--- src/rtl/mbp_pkg.sv ---
package mbp_pkg;

  // Result kinds as they appear on the result channel.
  typedef enum logic [3:0] {
    KIND_NOTE_OFF    = 4'd0,
    KIND_NOTE_ON     = 4'd1,
    KIND_KEY_PRESS   = 4'd2,
    KIND_CONTROL     = 4'd3,
    KIND_PROGRAM     = 4'd4,
    KIND_CHAN_PRESS  = 4'd5,
    KIND_BEND        = 4'd6,
    KIND_COMMON      = 4'd7,
    KIND_REALTIME    = 4'd8,
    KIND_SYSEX_BYTE  = 4'd9,
    KIND_SYSEX_END   = 4'd10,
    KIND_SYSEX_ABORT = 4'd11
  } kind_t;

  // Status byte values and status nibbles.
  localparam logic [7:0] ST_SYSEX_START  = 8'hF0;
  localparam logic [7:0] ST_SYSEX_END    = 8'hF7;
  localparam logic [7:0] ST_COMMON_FIRST = 8'hF1;
  localparam logic [7:0] ST_COMMON_LAST  = 8'hF6;
  localparam logic [7:0] ST_TIME_CODE    = 8'hF1;
  localparam logic [7:0] ST_SONG_POS     = 8'hF2;
  localparam logic [7:0] ST_SONG_SELECT  = 8'hF3;
  localparam logic [7:0] ST_RT_FIRST     = 8'hF8;
  localparam logic [7:0] ST_NONE         = 8'h00;

  localparam logic [3:0] NIB_NOTE_OFF   = 4'h8;
  localparam logic [3:0] NIB_NOTE_ON    = 4'h9;
  localparam logic [3:0] NIB_KEY_PRESS  = 4'hA;
  localparam logic [3:0] NIB_CONTROL    = 4'hB;
  localparam logic [3:0] NIB_PROGRAM    = 4'hC;
  localparam logic [3:0] NIB_CHAN_PRESS = 4'hD;
  localparam logic [3:0] NIB_BEND       = 4'hE;

  localparam int STAMP_W = 63;

  // Default depth of the command queue between front and back.
  localparam int QUEUE_DEPTH_DEF = 2;

  // One classified input byte: an optional SysEx abort followed by an
  // optional main result, both carrying the byte's timestamp.
  typedef struct packed {
    logic               has_abort;
    logic               has_main;
    kind_t              kind;
    logic [7:0]         status;
    logic [3:0]         channel;
    logic [6:0]         data1;
    logic [6:0]         data2;
    logic [STAMP_W-1:0] stamp;
  } cmd_t;

  // Number of data bytes that a status byte takes.
  function automatic logic [1:0] needed_data(input logic [7:0] s);
    logic [1:0] n;
    n = 2'd0;
    case (s[7:4])
      NIB_NOTE_OFF, NIB_NOTE_ON, NIB_KEY_PRESS, NIB_CONTROL, NIB_BEND: n = 2'd2;
      NIB_PROGRAM, NIB_CHAN_PRESS: n = 2'd1;
      default: begin
        if (s == ST_TIME_CODE || s == ST_SONG_SELECT) n = 2'd1;
        else if (s == ST_SONG_POS) n = 2'd2;
        else n = 2'd0;
      end
    endcase
    return n;
  endfunction

endpackage

--- src/rtl/mbp_front.sv ---
module mbp_front (
  input  logic                        clk,
  input  logic                        rst_n,
  input  logic                        in_valid,
  input  logic                        in_ready,
  input  logic [7:0]                  in_data_byte,
  input  logic [mbp_pkg::STAMP_W-1:0] in_time_stamp,
  output logic                        push,
  output mbp_pkg::cmd_t               cmd
);

  logic       in_sysex_r, in_sysex_nxt;
  logic [7:0] run_status_r, run_status_nxt;
  logic [1:0] pend_cnt_r, pend_cnt_nxt;
  logic [6:0] pend0_r, pend0_nxt;

  logic       take;
  logic       done;
  logic [7:0] b;
  logic [1:0] need;
  logic [1:0] cnt_inc;
  logic [6:0] d0;

  assign take = in_valid && in_ready;
  assign b    = in_data_byte;

  // Classify the byte and work out the parser state after it.
  always_comb begin
    in_sysex_nxt   = in_sysex_r;
    run_status_nxt = run_status_r;
    pend_cnt_nxt   = pend_cnt_r;
    pend0_nxt      = pend0_r;
    cmd            = '0;
    cmd.stamp      = in_time_stamp;
    done           = 1'b0;
    need           = mbp_pkg::needed_data(run_status_r);
    cnt_inc        = pend_cnt_r + 2'd1;
    d0             = (pend_cnt_r == 2'd0) ? b[6:0] : pend0_r;

    // Inside SysEx: payload, end, real-time, or an abort that falls through.
    if (in_sysex_r) begin
      if (b == mbp_pkg::ST_SYSEX_END) begin
        in_sysex_nxt = 1'b0;
        cmd.has_main = 1'b1;
        cmd.kind     = mbp_pkg::KIND_SYSEX_END;
        done         = 1'b1;
      end else if (b >= mbp_pkg::ST_RT_FIRST) begin
        cmd.has_main = 1'b1;
        cmd.kind     = mbp_pkg::KIND_REALTIME;
        cmd.status   = b;
        done         = 1'b1;
      end else if (!b[7]) begin
        cmd.has_main = 1'b1;
        cmd.kind     = mbp_pkg::KIND_SYSEX_BYTE;
        cmd.data1    = b[6:0];
        done         = 1'b1;
      end else begin
        in_sysex_nxt  = 1'b0;
        cmd.has_abort = 1'b1;
      end
    end

    // Ordinary byte handling.
    if (!done) begin
      if (b >= mbp_pkg::ST_RT_FIRST) begin
        cmd.has_main = 1'b1;
        cmd.kind     = mbp_pkg::KIND_REALTIME;
        cmd.status   = b;
      end else if (b == mbp_pkg::ST_SYSEX_START) begin
        in_sysex_nxt = 1'b1;
      end else if (b[7]) begin
        pend_cnt_nxt = 2'd0;
        if (mbp_pkg::needed_data(b) == 2'd0) begin
          run_status_nxt = mbp_pkg::ST_NONE;
          if (b >= mbp_pkg::ST_COMMON_FIRST && b <= mbp_pkg::ST_COMMON_LAST) begin
            cmd.has_main = 1'b1;
            cmd.kind     = mbp_pkg::KIND_COMMON;
            cmd.status   = b;
          end
        end else begin
          run_status_nxt = b;
        end
      end else if (run_status_r != mbp_pkg::ST_NONE && need != 2'd0 &&
                   pend_cnt_r < 2'd2) begin
        if (pend_cnt_r == 2'd0) pend0_nxt = b[6:0];
        pend_cnt_nxt = cnt_inc;
        if (cnt_inc >= need) begin
          // Message complete: the current byte is the last data byte.
          pend_cnt_nxt = 2'd0;
          cmd.has_main = 1'b1;
          cmd.status   = run_status_r;
          cmd.channel  = run_status_r[3:0];
          cmd.data1    = d0;
          cmd.data2    = b[6:0];
          case (run_status_r[7:4])
            mbp_pkg::NIB_NOTE_OFF:   cmd.kind = mbp_pkg::KIND_NOTE_OFF;
            mbp_pkg::NIB_NOTE_ON: begin
              cmd.kind = (b[6:0] == 7'd0) ? mbp_pkg::KIND_NOTE_OFF
                                          : mbp_pkg::KIND_NOTE_ON;
            end
            mbp_pkg::NIB_KEY_PRESS:  cmd.kind = mbp_pkg::KIND_KEY_PRESS;
            mbp_pkg::NIB_CONTROL:    cmd.kind = mbp_pkg::KIND_CONTROL;
            mbp_pkg::NIB_PROGRAM: begin
              cmd.kind  = mbp_pkg::KIND_PROGRAM;
              cmd.data2 = 7'd0;
            end
            mbp_pkg::NIB_CHAN_PRESS: begin
              cmd.kind  = mbp_pkg::KIND_CHAN_PRESS;
              cmd.data2 = 7'd0;
            end
            mbp_pkg::NIB_BEND:       cmd.kind = mbp_pkg::KIND_BEND;
            default: begin
              // System common with data; it also ends running status.
              cmd.kind       = mbp_pkg::KIND_COMMON;
              cmd.channel    = 4'd0;
              run_status_nxt = mbp_pkg::ST_NONE;
              if (run_status_r != mbp_pkg::ST_SONG_POS) cmd.data2 = 7'd0;
            end
          endcase
        end
      end
    end
  end

  assign push = take && (cmd.has_abort || cmd.has_main);

  // Parser state advances on every input transfer.
  always_ff @(posedge clk) begin
    if (!rst_n) begin
      in_sysex_r   <= 1'b0;
      run_status_r <= mbp_pkg::ST_NONE;
      pend_cnt_r   <= 2'd0;
      pend0_r      <= 7'd0;
    end else if (take) begin
      in_sysex_r   <= in_sysex_nxt;
      run_status_r <= run_status_nxt;
      pend_cnt_r   <= pend_cnt_nxt;
      pend0_r      <= pend0_nxt;
    end
  end

endmodule

--- src/rtl/mbp_queue.sv ---
module mbp_queue #(
  parameter int DEPTH = mbp_pkg::QUEUE_DEPTH_DEF
) (
  input  logic          clk,
  input  logic          rst_n,
  input  logic          push,
  input  mbp_pkg::cmd_t push_data,
  input  logic          pop,
  output mbp_pkg::cmd_t head,
  output logic          empty,
  output logic          full
);

  localparam int PW = (DEPTH > 1) ? $clog2(DEPTH) : 1;
  localparam int CW = $clog2(DEPTH + 1);

  mbp_pkg::cmd_t mem_r [DEPTH];
  logic [PW-1:0] wr_ptr_r, rd_ptr_r;
  logic [CW-1:0] cnt_r;

  assign empty = (cnt_r == '0);
  assign full  = (cnt_r == CW'(DEPTH));
  assign head  = mem_r[rd_ptr_r];

  function automatic logic [PW-1:0] wrap_inc(input logic [PW-1:0] p);
    return (p == PW'(DEPTH - 1)) ? '0 : p + PW'(1);
  endfunction

  // Storage is written at the tail; no reset needed for the payload.
  always_ff @(posedge clk) begin
    if (push) mem_r[wr_ptr_r] <= push_data;
  end

  // Pointers and fill count.
  always_ff @(posedge clk) begin
    if (!rst_n) begin
      wr_ptr_r <= '0;
      rd_ptr_r <= '0;
      cnt_r    <= '0;
    end else begin
      if (push) wr_ptr_r <= wrap_inc(wr_ptr_r);
      if (pop)  rd_ptr_r <= wrap_inc(rd_ptr_r);
      if (push && !pop)      cnt_r <= cnt_r + CW'(1);
      else if (pop && !push) cnt_r <= cnt_r - CW'(1);
    end
  end

  a_cnt_bound: assert property (@(posedge clk) disable iff (!rst_n)
    cnt_r <= CW'(DEPTH))
    else $error("command queue count exceeds depth");

  a_no_pop_empty: assert property (@(posedge clk) disable iff (!rst_n)
    pop |-> !empty)
    else $error("command queue popped while empty");

endmodule

--- src/rtl/mbp_back.sv ---
module mbp_back (
  input  logic                        clk,
  input  logic                        rst_n,
  input  mbp_pkg::cmd_t               head,
  input  logic                        empty,
  output logic                        pop,
  output logic                        out_valid,
  input  logic                        out_ready,
  output logic [3:0]                  out_kind,
  output logic [7:0]                  out_status_byte,
  output logic [3:0]                  out_channel,
  output logic [6:0]                  out_first_data,
  output logic [6:0]                  out_second_data,
  output logic [mbp_pkg::STAMP_W-1:0] out_stamp_out,
  output logic                        out_last_of_run
);

  logic                        out_valid_r;
  logic                        phase_r, phase_nxt;
  logic [3:0]                  kind_r;
  logic [7:0]                  status_r;
  logic [3:0]                  channel_r;
  logic [6:0]                  data1_r, data2_r;
  logic [mbp_pkg::STAMP_W-1:0] stamp_r;
  logic                        last_r;

  logic load;
  logic emit_abort;

  // The output register takes a new result whenever it is empty or drained.
  assign load       = !out_valid_r || out_ready;
  assign emit_abort = head.has_abort && !phase_r;

  always_comb begin
    pop       = 1'b0;
    phase_nxt = phase_r;
    if (load && !empty) begin
      if (emit_abort) begin
        if (head.has_main) phase_nxt = 1'b1;
        else pop = 1'b1;
      end else begin
        phase_nxt = 1'b0;
        pop       = 1'b1;
      end
    end
  end

  // Control: valid flag and the abort/main phase of the head command.
  always_ff @(posedge clk) begin
    if (!rst_n) begin
      out_valid_r <= 1'b0;
      phase_r     <= 1'b0;
    end else begin
      phase_r <= phase_nxt;
      if (load) out_valid_r <= !empty;
    end
  end

  // Result payload.
  always_ff @(posedge clk) begin
    if (load && !empty) begin
      stamp_r <= head.stamp;
      if (emit_abort) begin
        kind_r    <= mbp_pkg::KIND_SYSEX_ABORT;
        status_r  <= 8'd0;
        channel_r <= 4'd0;
        data1_r   <= 7'd0;
        data2_r   <= 7'd0;
        last_r    <= !head.has_main;
      end else begin
        kind_r    <= head.kind;
        status_r  <= head.status;
        channel_r <= head.channel;
        data1_r   <= head.data1;
        data2_r   <= head.data2;
        last_r    <= 1'b1;
      end
    end
  end

  assign out_valid       = out_valid_r;
  assign out_kind        = kind_r;
  assign out_status_byte = status_r;
  assign out_channel     = channel_r;
  assign out_first_data  = data1_r;
  assign out_second_data = data2_r;
  assign out_stamp_out   = stamp_r;
  assign out_last_of_run = last_r;

  a_phase_abort: assert property (@(posedge clk) disable iff (!rst_n)
    phase_r |-> (out_valid_r && kind_r == mbp_pkg::KIND_SYSEX_ABORT && !last_r))
    else $error("abort phase without a pending abort result");

  a_abort_then_common: assert property (@(posedge clk) disable iff (!rst_n)
    (out_valid_r && !last_r && out_ready) |=>
      (out_valid_r && last_r && kind_r == mbp_pkg::KIND_COMMON))
    else $error("non-final result not followed by its common message");

endmodule

--- src/rtl/midi_byte_stream_parser.sv ---
// Channel   Ports                           Direction  Transfer
// input     in_data_byte, in_time_stamp     in         in_valid & in_ready
// result    out_kind .. out_last_of_run     out        out_valid & out_ready
//
// One byte is taken per cycle while the command queue has room; the front
// classifies it at its transfer, the queue stores it, and its first result
// is loaded from the queue head into the output register once that is free.
// A byte that ends a SysEx run with a zero-data common status gives two
// results, which leave in turn through the single output register.
// Reset clears the parser state, the queue pointers and the output valid flag at once.
// A stalled result channel fills the queue; the input then stalls.
module midi_byte_stream_parser #(
  parameter int QUEUE_DEPTH = mbp_pkg::QUEUE_DEPTH_DEF
) (
  input  logic                        clk,
  input  logic                        rst_n,
  input  logic                        in_valid,
  output logic                        in_ready,
  input  logic [7:0]                  in_data_byte,
  input  logic [mbp_pkg::STAMP_W-1:0] in_time_stamp,
  output logic                        out_valid,
  input  logic                        out_ready,
  output logic [3:0]                  out_kind,
  output logic [7:0]                  out_status_byte,
  output logic [3:0]                  out_channel,
  output logic [6:0]                  out_first_data,
  output logic [6:0]                  out_second_data,
  output logic [mbp_pkg::STAMP_W-1:0] out_stamp_out,
  output logic                        out_last_of_run
);

  logic          push, pop, empty, full;
  mbp_pkg::cmd_t cmd, head;

  assign in_ready = !full;

  mbp_front u_front (
    .clk           (clk),
    .rst_n         (rst_n),
    .in_valid      (in_valid),
    .in_ready      (in_ready),
    .in_data_byte  (in_data_byte),
    .in_time_stamp (in_time_stamp),
    .push          (push),
    .cmd           (cmd)
  );

  mbp_queue #(
    .DEPTH (QUEUE_DEPTH)
  ) u_queue (
    .clk       (clk),
    .rst_n     (rst_n),
    .push      (push),
    .push_data (cmd),
    .pop       (pop),
    .head      (head),
    .empty     (empty),
    .full      (full)
  );

  mbp_back u_back (
    .clk             (clk),
    .rst_n           (rst_n),
    .head            (head),
    .empty           (empty),
    .pop             (pop),
    .out_valid       (out_valid),
    .out_ready       (out_ready),
    .out_kind        (out_kind),
    .out_status_byte (out_status_byte),
    .out_channel     (out_channel),
    .out_first_data  (out_first_data),
    .out_second_data (out_second_data),
    .out_stamp_out   (out_stamp_out),
    .out_last_of_run (out_last_of_run)
  );

endmodule

--- config.mk ---
export PLATFORM = sky130hd
export DESIGN_NAME = midi_byte_stream_parser
export DESIGN_NICKNAME = d
export VERILOG_FILES = /design/src/rtl/mbp_pkg.sv /design/src/rtl/mbp_front.sv /design/src/rtl/mbp_queue.sv /design/src/rtl/mbp_back.sv /design/src/rtl/midi_byte_stream_parser.sv
export SDC_FILE = /design/constraint.sdc
export NUM_CORES = 1
export LEC_CHECK = 0
export ABC_AREA = 1
export BUFFER_PORTS_ARGS = -buffer_cell sky130_fd_sc_hd__buf_2
export CAP_MARGIN = 0
export CELL_PAD_IN_SITES_DETAIL_PLACEMENT = 2
export CELL_PAD_IN_SITES_GLOBAL_PLACEMENT = 2
export CORE_MARGIN = 3
export CORE_UTILIZATION = 38
export DETAILED_ROUTE_END_ITERATION = 8
export PLACE_DENSITY_LB_ADDON = 0.1
export SLEW_MARGIN = 20
export SYNTH_ARGS = -nofsm -noshare
export SYNTH_HDL_FRONTEND = slang
export SYNTH_SLANG_ARGS = --single-unit
--- constraint.sdc ---
create_clock -name clk -period 8.9 [get_ports clk]
set_input_delay 0.445 -clock clk [delete_from_list [all_inputs] [get_ports clk]]
set_output_delay 0.445 -clock clk [all_outputs]
set_load 0.1 [all_outputs]
==> impl_metrics.tcl <==
set metrics [dict create \
    max_stage_delay_ps 850 \
    worstPathRequired_ps 9020 \
    worstPathMaxFanout 65 \
    power_leakage_nw 5.84 \
    place_inst 1482 \
    start_util_pct 39.1 \
    synth-seq-area-share_pct 76.8 \
    synthCells 947 \
    status "finished clean" \
    synthArstFlopShare_pct 0 \
    post-cts-setup-buffer-count 0 \
    ant_nets 0 \
    worstSetupEndpointType "register" \
    htree_levels 2 \
    final_cell_mix "nand2_1, edfxtp_1, buf_2, inv_1, nor2_1" \
    hold_depth 1 \
    area_delta_synth_final_pct 20.6 \
    cts_tree "done" \
    cts-root-buf "clkbuf_16" \
    synthesis.nets 1026 \
    final_net_count 1209 \
    cts_made_buffers 36 \
    drc 0 \
    finalHoldViolations 0 \
    grt_max_degree 75 \
    dp_hpwl_um 20900 \
    reg2reg_depth 16 \
    worstReg2RegStart "u_front.run_status_r[5]" \
    hold_path_startpoint "in_time_stamp[1]" \
    clk_latency_ps 520 \
    num_vias 7606 \
    instances_no_fill 1547 \
    postSynthAreaPerCell_um2 12.4 \
    gr-usage-all-layers_pct 19.6 \
    tns_ps 0 \
    worst_pin_slew_ps 1020 \
    antenna_found_initial 2 \
    max_slew_margin_pct 32.0 \
    skew_ps 31.8 \
    critPathKind "register to register" \
    drt-vias-per-instance 4.92 \
    pin_count 171 \
    rsz0062_at_grt "no" \
    crit_path_cell_trace "nand2_1, nor2_1, nand2_1, nand2_1, inv_1, ha_1, inv_1, nand2_1, a21o_1, nand3_1, nand2_1, nand2_1, nand3_1, nand2_1, nor2_4, buf_4" \
    synth.distinct_cells 37 \
    maxSlewViolCount 0 \
    cts_resized 0 \
    placed_cell_area_mm2 0.0130 \
    core-area_mm2 0.0300 \
    drv_cap 0 \
    final_common_cell "nand2_1" \
    rrSetupSlack_ps 4830 \
    first_pass_iters 5 \
    fin_area_mm2 0.0142 \
    powerDensity_mw_per_mm2 402 \
    grt_pass1_wl_um 50000 \
    ys.flop_type "edfxtp_1" \
    cts_hold_buf 0 \
    syn_area_mm2 0.0118 \
    period_needed_ps 4070 \
    first_global_vias 8425 \
    port_buffers 170 \
    finalWeightedCongestion 0.802 \
    clkTransAtPathRegs_ps 60 \
    worst_setup_path_start_kind "register" \
    fmax_mhz 246 \
    die_y_um 182 \
    drt_iter0_markers 470 \
    critPathMostFrequentCell "nand2_1" \
    regToRegEndpoint "u_queue.mem_r[0][80]" \
    grt_overflow 0 \
    hold_end "u_queue.mem_r[0][1]" \
    routed_wl_um 33000 \
    crit_path_top_delay_cell "buf_4" \
    cts_buffer_depth 3 \
    rows 63 \
    finalSetupViolCount 0 \
    die_w_um 182 \
    crit_arrival_ps 4180 \
    worst_hold_path_type "input pin to register" \
    synth-seq-cells 309 \
    synth-edff-count 284 \
    timing.final.crit_share_pct 45.7 \
    synth_warnings 0 \
    clock-sinks 309 \
    peakVddDrop_mv 0.320 \
    holdWs_ps 114 \
    wire_per_inst_um 21.3 \
    die-area_mm2 0.0331 \
    drive_gt1_share_pct 21.7 \
]
## flip-flops by register name (all words and copies together) (netlist names), named ones only
signal,cells
u_front.in_sysex_r,1
u_queue.rd_ptr_r,1
u_front.pend0_r,7
u_queue.wr_ptr_r,1
u_queue.cnt_r,2
u_front.pend_cnt_r,2
u_front.run_status_r,8
u_queue.mem_r,190
u_back.out_channel,4
u_back.out_second_data,7
u_back.out_stamp_out,63
u_back.out_status_byte,8
u_back.out_first_data,7
u_back.out_valid,1
u_back.out_last_of_run,1
u_back.phase_r,1
u_back.out_kind,4
## cells in the mapped netlist, types with 5 or more instances
cell	instances	area share, %
a21oi_1	21	0.89
nand2_1	373	12
inv_2	5	0.16
clkbuf_1	29	0.93
o21ai_0	17	0.72
inv_1	64	2.0
nand2_2	5	0.27
nor2_1	52	1.7
o22ai_1	5	0.27
nand3_1	29	1.2
edfxtp_1	284	73
dfxtp_1	25	4.3
## area by class of cell
| class | count | area [um^2] |
|---|---|---|
| tap | 390 | 488 |
| fill | 3059 | 15900 |
| clock inverter | 12 | 118 |
| multi-input combinational | 537 | 2350 |
| clock buffer | 51 | 1020 |
| timing repair buffer | 176 | 896 |
| antenna | 2 | 5.00 |
| inverter | 70 | 268 |
| sequential | 309 | 9030 |
## metrics by stage
stage	power, mW	utilization (%)	worst slack [ps]
final	5.70	47.2	4830
after global routing	5.95	47.2	4450
after CTS	5.78	47.2	4730
after detailed placement	4.30	43.4	4630
after global placement	4.23	43.4	4740
after floorplan	3.87	-	1850
## layer usage
| layer | share of wire (%) | wire, um | global-route usage [%] | vias to the layer above |
|---|---|---|---|---|
| met5 | 0 | 0 | 0 | - |
| li1 | - | - | - | 3564 |
| met1 | 42 | 13900 | 25.0 | 3823 |
| met2 | 52 | 17100 | 34.8 | 169 |
| met3 | 3.7 | 1210 | 3.21 | 50 |
| met4 | 2.3 | 748 | 5.51 | 0 |
## cell families after synthesis
group | count (synthesis) | share of synthesized area, %
compound gates | 55 | 2.63
xor+xnor | 2 | 0.149
fa+ha+maj | 4 | 0.426
buf+inv | 101 | 3.32
flops | 309 | 76.8
simple gates | 476 | 16.6
## critical path: cells and delay by family (launching register included)
kind	cells	cell delay (ps)
buffers and inverters	3	940
AO/OA/AOI/OAI	1	120
flip-flops	1	400
AND/OR/NAND/NOR	11	1840
adder cells (fa/ha/maj)	1	280
## worst max-delay path by stage
stage                                  from                   end  slack (ps)
floorplan                  u_back.out_valid      u_queue.cnt_r[1]        1850
global placement            in_data_byte[7]  u_queue.mem_r[0][28]        4740
detailed placement          in_data_byte[7]  u_queue.mem_r[0][62]        4630
CTS                 u_front.run_status_r[5]  u_queue.mem_r[0][69]        4730
global route        u_front.run_status_r[6]  u_queue.mem_r[0][80]        4450
finish              u_front.run_status_r[5]  u_queue.mem_r[0][80]        4830
## power by group
part           switching (mW)  internal, mW  total [mW]
clock network           0.576         0.857        1.43
registers               0.129          1.98        2.11
logic                    1.88         0.272        2.15
Power figures use the tool's default switching activity.
